File: src/pdq_pkg.sv
`default_nettype none
package pdq_pkg;

  localparam int DEPTH_DEF = 16;

  localparam logic [2:0] CMD_INSERT = 3'd0;
  localparam logic [2:0] CMD_REMOVE = 3'd1;
  localparam logic [2:0] CMD_PEEK   = 3'd2;
  localparam logic [2:0] CMD_COUNT  = 3'd3;
  localparam logic [2:0] CMD_SEARCH = 3'd4;

  localparam logic [1:0] ST_OK        = 2'd0;
  localparam logic [1:0] ST_EMPTY     = 2'd1;
  localparam logic [1:0] ST_NOT_FOUND = 2'd2;
  localparam logic [1:0] ST_FULL      = 2'd3;

  typedef struct packed {
    logic [15:0] key;
    logic [15:0] cref;
    logic [7:0]  code;
    logic        urgent;
  } entry_t;

  typedef struct packed {
    logic [2:0]  command;
    logic [15:0] ticket_key;
    logic [15:0] customer_ref;
    logic [7:0]  issue_code;
    logic        urgent;
  } in_t;

  typedef struct packed {
    logic [1:0]  status;
    logic [15:0] found_key;
    logic [15:0] found_ref;
    logic [7:0]  found_code;
    logic        found_urgent;
    logic [4:0]  type_count;
  } out_t;

  typedef enum logic [1:0] {
    OP_HOLD      = 2'd0,
    OP_TAKE_PREV = 2'd1,
    OP_TAKE_NEXT = 2'd2
  } cell_op_t;

  typedef struct packed {
    cell_op_t op;
    logic     load;
  } cell_ctl_t;

  typedef struct packed {
    logic active;
    logic last;
  } scan_stat_t;

endpackage
`default_nettype wire

File: src/pdq_cell.sv
`default_nettype none
module pdq_cell (
  input  wire logic              clk,
  input  wire pdq_pkg::cell_ctl_t ctl,
  input  wire pdq_pkg::entry_t   new_entry,
  input  wire pdq_pkg::entry_t   prev_entry,
  input  wire pdq_pkg::entry_t   next_entry,
  output pdq_pkg::entry_t        entry
);

  pdq_pkg::entry_t entry_r;
  pdq_pkg::entry_t entry_nxt;

  always_comb begin
    entry_nxt = entry_r;
    if (ctl.load) begin
      entry_nxt = new_entry;
    end else begin
      case (ctl.op)
        pdq_pkg::OP_TAKE_PREV: entry_nxt = prev_entry;
        pdq_pkg::OP_TAKE_NEXT: entry_nxt = next_entry;
        default:               entry_nxt = entry_r;
      endcase
    end
  end

  always_ff @(posedge clk) begin
    entry_r <= entry_nxt;
  end

  assign entry = entry_r;

endmodule
`default_nettype wire

File: src/pdq_scan.sv
`default_nettype none
module pdq_scan #(
  parameter int DEPTH = pdq_pkg::DEPTH_DEF
) (
  input  wire logic                       clk,
  input  wire logic                       rst_n,
  input  wire logic                       go,
  input  wire pdq_pkg::in_t               query,
  input  wire pdq_pkg::entry_t            head,
  input  wire logic [$clog2(DEPTH+1)-1:0] occ,
  output pdq_pkg::scan_stat_t             stat,
  output pdq_pkg::out_t                   res
);

  localparam int IDX_W = $clog2(DEPTH);
  localparam int OCC_W = $clog2(DEPTH+1);

  typedef enum logic [1:0] {
    S_IDLE = 2'b01,
    S_SCAN = 2'b10
  } state_t;

  state_t          state_r, state_nxt;
  logic [IDX_W-1:0] pos_r, pos_nxt;
  logic [4:0]      cnt_r, cnt_nxt;
  logic            hit_r, hit_nxt;
  pdq_pkg::entry_t hit_ent_r, hit_ent_nxt;
  logic            srch_r, srch_nxt;
  logic [15:0]     key_r, key_nxt;
  logic [7:0]      code_r, code_nxt;

  logic in_range;
  logic code_hit;
  logic key_hit;
  logic last;

  assign in_range = (OCC_W'(pos_r) < occ);
  assign code_hit = in_range && (head.code == code_r);
  // first match from the front wins
  assign key_hit  = in_range && srch_r && !hit_r && (head.key == key_r);
  assign last     = (state_r == S_SCAN) && (pos_r == IDX_W'(DEPTH-1));

  always_comb begin
    state_nxt   = state_r;
    pos_nxt     = pos_r;
    cnt_nxt     = cnt_r;
    hit_nxt     = hit_r;
    hit_ent_nxt = hit_ent_r;
    srch_nxt    = srch_r;
    key_nxt     = key_r;
    code_nxt    = code_r;
    case (state_r)
      S_IDLE: begin
        if (go) begin
          state_nxt = S_SCAN;
          pos_nxt   = '0;
          cnt_nxt   = '0;
          hit_nxt   = 1'b0;
          srch_nxt  = (query.command == pdq_pkg::CMD_SEARCH);
          key_nxt   = query.ticket_key;
          code_nxt  = query.issue_code;
        end
      end
      S_SCAN: begin
        cnt_nxt = cnt_r + 5'(code_hit);
        if (key_hit) begin
          hit_nxt     = 1'b1;
          hit_ent_nxt = head;
        end
        pos_nxt = pos_r + IDX_W'(1);
        if (last) begin
          state_nxt = S_IDLE;
        end
      end
      default: state_nxt = S_IDLE;
    endcase
  end

  always_ff @(posedge clk) begin
    if (!rst_n) begin
      state_r <= S_IDLE;
    end else begin
      state_r <= state_nxt;
    end
    pos_r     <= pos_nxt;
    cnt_r     <= cnt_nxt;
    hit_r     <= hit_nxt;
    hit_ent_r <= hit_ent_nxt;
    srch_r    <= srch_nxt;
    key_r     <= key_nxt;
    code_r    <= code_nxt;
  end

  always_comb begin
    pdq_pkg::entry_t ent;
    ent = key_hit ? head : hit_ent_r;
    res = '0;
    if (srch_r) begin
      if (occ == '0) begin
        res.status = pdq_pkg::ST_EMPTY;
      end else if (hit_r || key_hit) begin
        res.status       = pdq_pkg::ST_OK;
        res.found_key    = ent.key;
        res.found_ref    = ent.cref;
        res.found_code   = ent.code;
        res.found_urgent = ent.urgent;
      end else begin
        res.status = pdq_pkg::ST_NOT_FOUND;
      end
    end else begin
      res.status     = pdq_pkg::ST_OK;
      res.type_count = cnt_nxt;
    end
  end

  assign stat.active = (state_r == S_SCAN);
  assign stat.last   = last;

endmodule
`default_nettype wire

File: src/priority_deque_ticket_store_core.sv
// Ticket deque held in a row of DEPTH register cells, cell 0 being the front.
// Insert, remove, peek and unknown commands need no scan: the result strobe
// rises in the cycle after the request is taken and busy stays low, so these
// may be issued every cycle. Count and search rotate the whole row once through
// the front cell, which is compared in each cycle; busy is high meanwhile,
// and the row comes back in its original order. Each accepted request gives
// exactly one result, shown for one cycle on out_strobe; the receiver must
// take it then, as there is no way to hold it.
`default_nettype none
module priority_deque_ticket_store_core #(
  parameter int DEPTH = pdq_pkg::DEPTH_DEF
) (
  input  wire logic         clk,
  input  wire logic         rst_n,
  input  wire logic         start,
  output logic              busy,
  input  wire pdq_pkg::in_t in_req,
  output logic              out_strobe,
  output pdq_pkg::out_t     out_res
);

  localparam int OCC_W = $clog2(DEPTH+1);

  pdq_pkg::entry_t    cell_q [DEPTH];
  pdq_pkg::cell_ctl_t cell_ctl [DEPTH];
  pdq_pkg::entry_t    new_entry;
  pdq_pkg::scan_stat_t scan_stat;
  pdq_pkg::out_t      scan_res;

  logic [OCC_W-1:0] occ_r, occ_nxt;
  logic             out_strobe_r, out_strobe_nxt;
  pdq_pkg::out_t    out_res_r, out_res_nxt;

  logic accept;
  logic is_empty;
  logic is_full;
  logic do_push;
  logic do_pop;
  logic do_scan;

  assign accept   = start && !busy;
  assign is_empty = (occ_r == '0);
  assign is_full  = (occ_r == OCC_W'(DEPTH));
  assign do_push  = accept && (in_req.command == pdq_pkg::CMD_INSERT) && !is_full;
  assign do_pop   = accept && (in_req.command == pdq_pkg::CMD_REMOVE) && !is_empty;
  assign do_scan  = accept && ((in_req.command == pdq_pkg::CMD_COUNT) ||
                               (in_req.command == pdq_pkg::CMD_SEARCH));

  assign new_entry.key    = in_req.ticket_key;
  assign new_entry.cref   = in_req.customer_ref;
  assign new_entry.code   = in_req.issue_code;
  assign new_entry.urgent = in_req.urgent;

  for (genvar i = 0; i < DEPTH; i++) begin : g_cell
    always_comb begin
      cell_ctl[i].op   = pdq_pkg::OP_HOLD;
      cell_ctl[i].load = 1'b0;
      if (do_push && in_req.urgent) begin
        cell_ctl[i].op = pdq_pkg::OP_TAKE_PREV;
      end else if (do_push) begin
        cell_ctl[i].load = (occ_r == OCC_W'(i));
      end else if (do_pop || scan_stat.active) begin
        // the last cell wraps to the front so a scan rotates the full row
        cell_ctl[i].op = pdq_pkg::OP_TAKE_NEXT;
      end
    end

    pdq_cell u_cell (
      .clk        (clk),
      .ctl        (cell_ctl[i]),
      .new_entry  (new_entry),
      .prev_entry ((i == 0) ? new_entry : cell_q[(i + DEPTH - 1) % DEPTH]),
      .next_entry (cell_q[(i + 1) % DEPTH]),
      .entry      (cell_q[i])
    );
  end

  pdq_scan #(
    .DEPTH (DEPTH)
  ) u_scan (
    .clk   (clk),
    .rst_n (rst_n),
    .go    (do_scan),
    .query (in_req),
    .head  (cell_q[0]),
    .occ   (occ_r),
    .stat  (scan_stat),
    .res   (scan_res)
  );

  assign busy = scan_stat.active;

  always_comb begin
    occ_nxt = occ_r;
    if (do_push) begin
      occ_nxt = occ_r + OCC_W'(1);
    end else if (do_pop) begin
      occ_nxt = occ_r - OCC_W'(1);
    end
  end

  always_comb begin
    out_strobe_nxt = 1'b0;
    out_res_nxt    = '0;
    if (scan_stat.last) begin
      out_strobe_nxt = 1'b1;
      out_res_nxt    = scan_res;
    end else if (accept && !do_scan) begin
      out_strobe_nxt     = 1'b1;
      out_res_nxt.status = pdq_pkg::ST_OK;
      case (in_req.command)
        pdq_pkg::CMD_INSERT: begin
          if (is_full) begin
            out_res_nxt.status = pdq_pkg::ST_FULL;
          end
        end
        pdq_pkg::CMD_REMOVE, pdq_pkg::CMD_PEEK: begin
          if (is_empty) begin
            out_res_nxt.status = pdq_pkg::ST_EMPTY;
          end else begin
            out_res_nxt.found_key    = cell_q[0].key;
            out_res_nxt.found_ref    = cell_q[0].cref;
            out_res_nxt.found_code   = cell_q[0].code;
            out_res_nxt.found_urgent = cell_q[0].urgent;
          end
        end
        default: out_res_nxt.status = pdq_pkg::ST_OK;
      endcase
    end
  end

  always_ff @(posedge clk) begin
    if (!rst_n) begin
      occ_r        <= '0;
      out_strobe_r <= 1'b0;
    end else begin
      occ_r        <= occ_nxt;
      out_strobe_r <= out_strobe_nxt;
    end
    out_res_r <= out_res_nxt;
  end

  assign out_strobe = out_strobe_r;
  assign out_res    = out_res_r;

endmodule
`default_nettype wire

File: config.mk
export PLATFORM = sky130hd
export DESIGN_NAME = priority_deque_ticket_store_core
export DESIGN_NICKNAME = d
export VERILOG_FILES = /design/src/pdq_pkg.sv /design/src/pdq_cell.sv /design/src/pdq_scan.sv /design/src/priority_deque_ticket_store_core.sv
export SDC_FILE = /design/constraint.sdc
export NUM_CORES = 2
export LEC_CHECK = 0
export BUFFER_PORTS_ARGS = -buffer_cell sky130_fd_sc_hd__buf_2
export CORE_UTILIZATION = 45
export DETAILED_ROUTE_END_ITERATION = 10
export GPL_TIMING_DRIVEN = 0
export HOLD_SLACK_MARGIN = 0.1
export PLACE_DENSITY = 0.59
export SYNTH_ARGS = -nofsm -noshare
export SYNTH_HDL_FRONTEND = slang
export SYNTH_SLANG_ARGS = --single-unit
File: constraint.sdc
create_clock -name clk -period 6.1 [get_ports clk]
set_clock_uncertainty 0.05 [all_clocks]
set_input_delay 1.22 -clock clk [delete_from_list [all_inputs] [get_ports clk]]
set_output_delay 1.22 -clock clk [all_outputs]
set_load 0.02 [all_outputs]
==> flow_summary.json <==
{
  "status": "finished, violations left",
  "violations": "capacitance limit, slew limit",
  "slew_viol_final": 11,
  "coreArea_um2": 85100,
  "synth-compound-area-share_pct": 11.6,
  "required_ns": 6.42,
  "cts_made_buffers": 89,
  "multi_input_area_um2": 14100,
  "start_kind": "flop",
  "register_area_um2": 23100,
  "cts_root_buffer": "clkbuf_16",
  "setup_viol": 0,
  "slew_headroom_pct": -0.799,
  "synth_xor_xnor_area_share_pct": 0.680,
  "die_area_um2": 87000,
  "nets": 4127,
  "final_common_cell": "nand2_1",
  "hp-start": "u_scan.cnt_r[4]",
  "hold_class": "flop to flop",
  "fmax_ghz": 0.204,
  "syn_area_um2": 38600,
  "finalSetupTns_ns": 0,
  "layout_common_cells": "nand2_1 (1164), edfxtp_1 (727), nor2_1 (455)",
  "hold_buffers": 0,
  "htree_num_levels": 3,
  "clock_latency_ns": 0.66,
  "synthSimpleGateAreaFrac_pct": 17.2,
  "drtIter0Drc": 4222,
  "clock-sinks": 788,
  "p_per_area_nw_per_um2": 273,
  "fill_cells": 7927,
  "synth_fa_ha_area_share_pct": 0.453,
  "cp_data_arrival_time_ns": 5.22,
  "drt_pass1_iterations": 6,
  "irDropWorstVdd_mv": 0.199,
  "clockPowerShare_pct": 44.5,
  "synthCells": 3877,
  "p_sw_w": 0.00275,
  "final_util_pct": 51.3,
  "ctsResizeCount": 0,
  "globalRouteOverflowTotal": 0,
  "num_vias": 31700,
  "grt_max_degree": 45,
  "synthMuxAreaShare_pct": 6.38,
  "p_seq_share_pct": 50.9,
  "grtUsageTotal_pct": 31.4,
  "io_buffer_count": 79,
  "ys_warn_count": 0,
  "drv_cap": 1,
  "postCtsSetupRepairBufs": 0,
  "path_clk_slew_ns": 0.05,
  "die_y_um": 295,
  "routed_wl_um": 138000,
  "final-hold-violation-count": 0,
  "startpoint": "u_scan.state_r[0]",
  "antenna_found_initial": 5,
  "r2r_setup_slack_ns": 1.20,
  "num_rows": 107,
  "internal_power_w": 0.00916,
  "clk_path_buf_depth": 3,
  "synth_top_family_by_area": "simple AND/OR/NAND/NOR gates",
  "fin_crit_sh_pct": 80.4,
  "crit_path_max_fanout": 44,
  "tightest_slew_ns": 1.51,
  "drc": 0,
  "yosys_most_used_dff": "edfxtp_1",
  "cp-end-kind": "flop",
  "syn_nets": 3938,
  "io_pins": 97,
  "cts_tree": "built",
  "avgSynthCellArea_um2": 9.97,
  "switching_share_pct": 23.1,
  "gp_congestion": 0.945,
  "drive_above_1_share_pct": 10.6,
  "synthArstFlopShare_pct": 0,
  "area_growth_pct": 13.1,
  "r2r-start": "u_scan.state_r[0]",
  "via_per_inst": 6.01,
  "die_x_um": 295,
  "synth_seq_area_share_pct": 59.7,
  "synth_edf_count": 727,
  "synth-seq-cells": 788,
  "combPwrFrac_pct": 4.6,
  "dp.final_hpwl_um": 97800,
  "start_util_pct": 45.4,
  "post_drt_wl_per_cell_um": 26.2,
  "ys_types": 53,
  "leakagePower_nw": 16.4,
  "grt_pass1_vias": 30000,
  "crit_type": "flop to flop",
  "grt_pass1_wl_um": 200000,
  "antenna_left": 0,
  "min_period_ns": 4.90,
  "rsz0062_at_grt": "false"
}
[worst max-delay path, stage by stage (launching register included)]
cell	delay [ns]
dfxtp_1	0.32
inv_1	0.11
ha_4	0.74
buf_2	0.34
nor4b_1	0.12
and3_1	0.24
nor2_1	0.26
buf_2	0.39
buf_2	0.45
buf_1	0.54
nand2_2	0.60
buf_12	0.36
[through the flow]
stage          std cells  instance area, um2  setup WS (ns)  total power (W)  hold slack (ns)
6_report            5286               43700           1.20           0.0119            0.449
5_1_grt             5279               43700           1.01           0.0122            0.467
4_1_cts             5278               43700           1.24           0.0119            0.445
3_5_place_dp        5118               40900           1.15          0.00671            0.432
3_3_place_gp        5100               40500          -1.54          0.00669            0.425
2_1_floorplan       3877               38600           1.71          0.00646            0.405
[power groups by stage]
stage	Combinational (W)	Clock, W	Sequential (W)
2_1_floorplan	0.000313	0	0.00615
3_3_place_gp	0.000511	0	0.00618
3_5_place_dp	0.000537	0	0.00617
4_1_cts	0.000539	0.00531	0.00606
5_1_grt	0.000586	0.00550	0.00607
6_report	0.000552	0.00530	0.00606
[synth_stat cells, types with 16 or more instances]
cell      count  area share, %
o21ai_0     194            2.5
dfxtp_1      61            3.2
buf_2       100            1.3
nor2_1      455            4.4
mux2i_1     200            5.2
a22oi_1      42           0.82
buf_1        67           0.65
edfxtp_1    727             57
nand2_1    1175             11
mux2_2       41            1.2
xnor2_1      16           0.36
clkbuf_1    184            1.8
a31o_2       41           0.93
a31oi_1     401            6.5
[final timing paths]
kind | to | cells after the start
setup / recovery | g_cell[0].u_cell.entry[20] | 11
hold / removal | u_scan.cnt_r[4] | 2
setup reg to reg | g_cell[0].u_cell.entry[20] | 11
hold reg to reg | u_scan.cnt_r[4] | 2
[routing by layer]
layer  share of wire [%]  global-route usage (%)
met3                  10                    7.64
met5              0.0094                       0
met4                 3.5                    11.4
met1                  41                    43.5
met2                  45                    48.0
[registers in the layout, summed over array words and instances (netlist names)]
register             cells
out_res                 48
u_scan.code_r            8
occ_r                    5
u_scan.pos_r             4
u_scan.hit_ent_r        41
g_cell.u_cell.entry    656
u_scan.cnt_r             5
u_scan.hit_r             1
out_strobe               1
u_scan.srch_r            1
u_scan.key_r            16
u_scan.state_r           2
[final cells by class]
class	instances	share of cell area, %
Antenna cell	7	0.0401
Buffer	361	3.48
Clock buffer	135	5.94
Clock inverter	25	0.430
Inverter	11	0.0945
Multi-Input combinational cell	2717	32.2
Sequential cell	788	52.8
Tap cell	1144	3.28
Timing Repair Buffer	98	1.75
[logic make-up (layout without fill, tap and decap cells)]
logic type / count (synthesis) / count (layout)
compound gates: 728 / 728
xor+xnor: 30 / 30
fa+ha+maj: 14 / 14
buf+inv: 372 / 630
flops: 788 / 788
mux: 241 / 241
other cells: 0 / 7
simple gates: 1704 / 1704
Power figures use the tool's default switching activity.
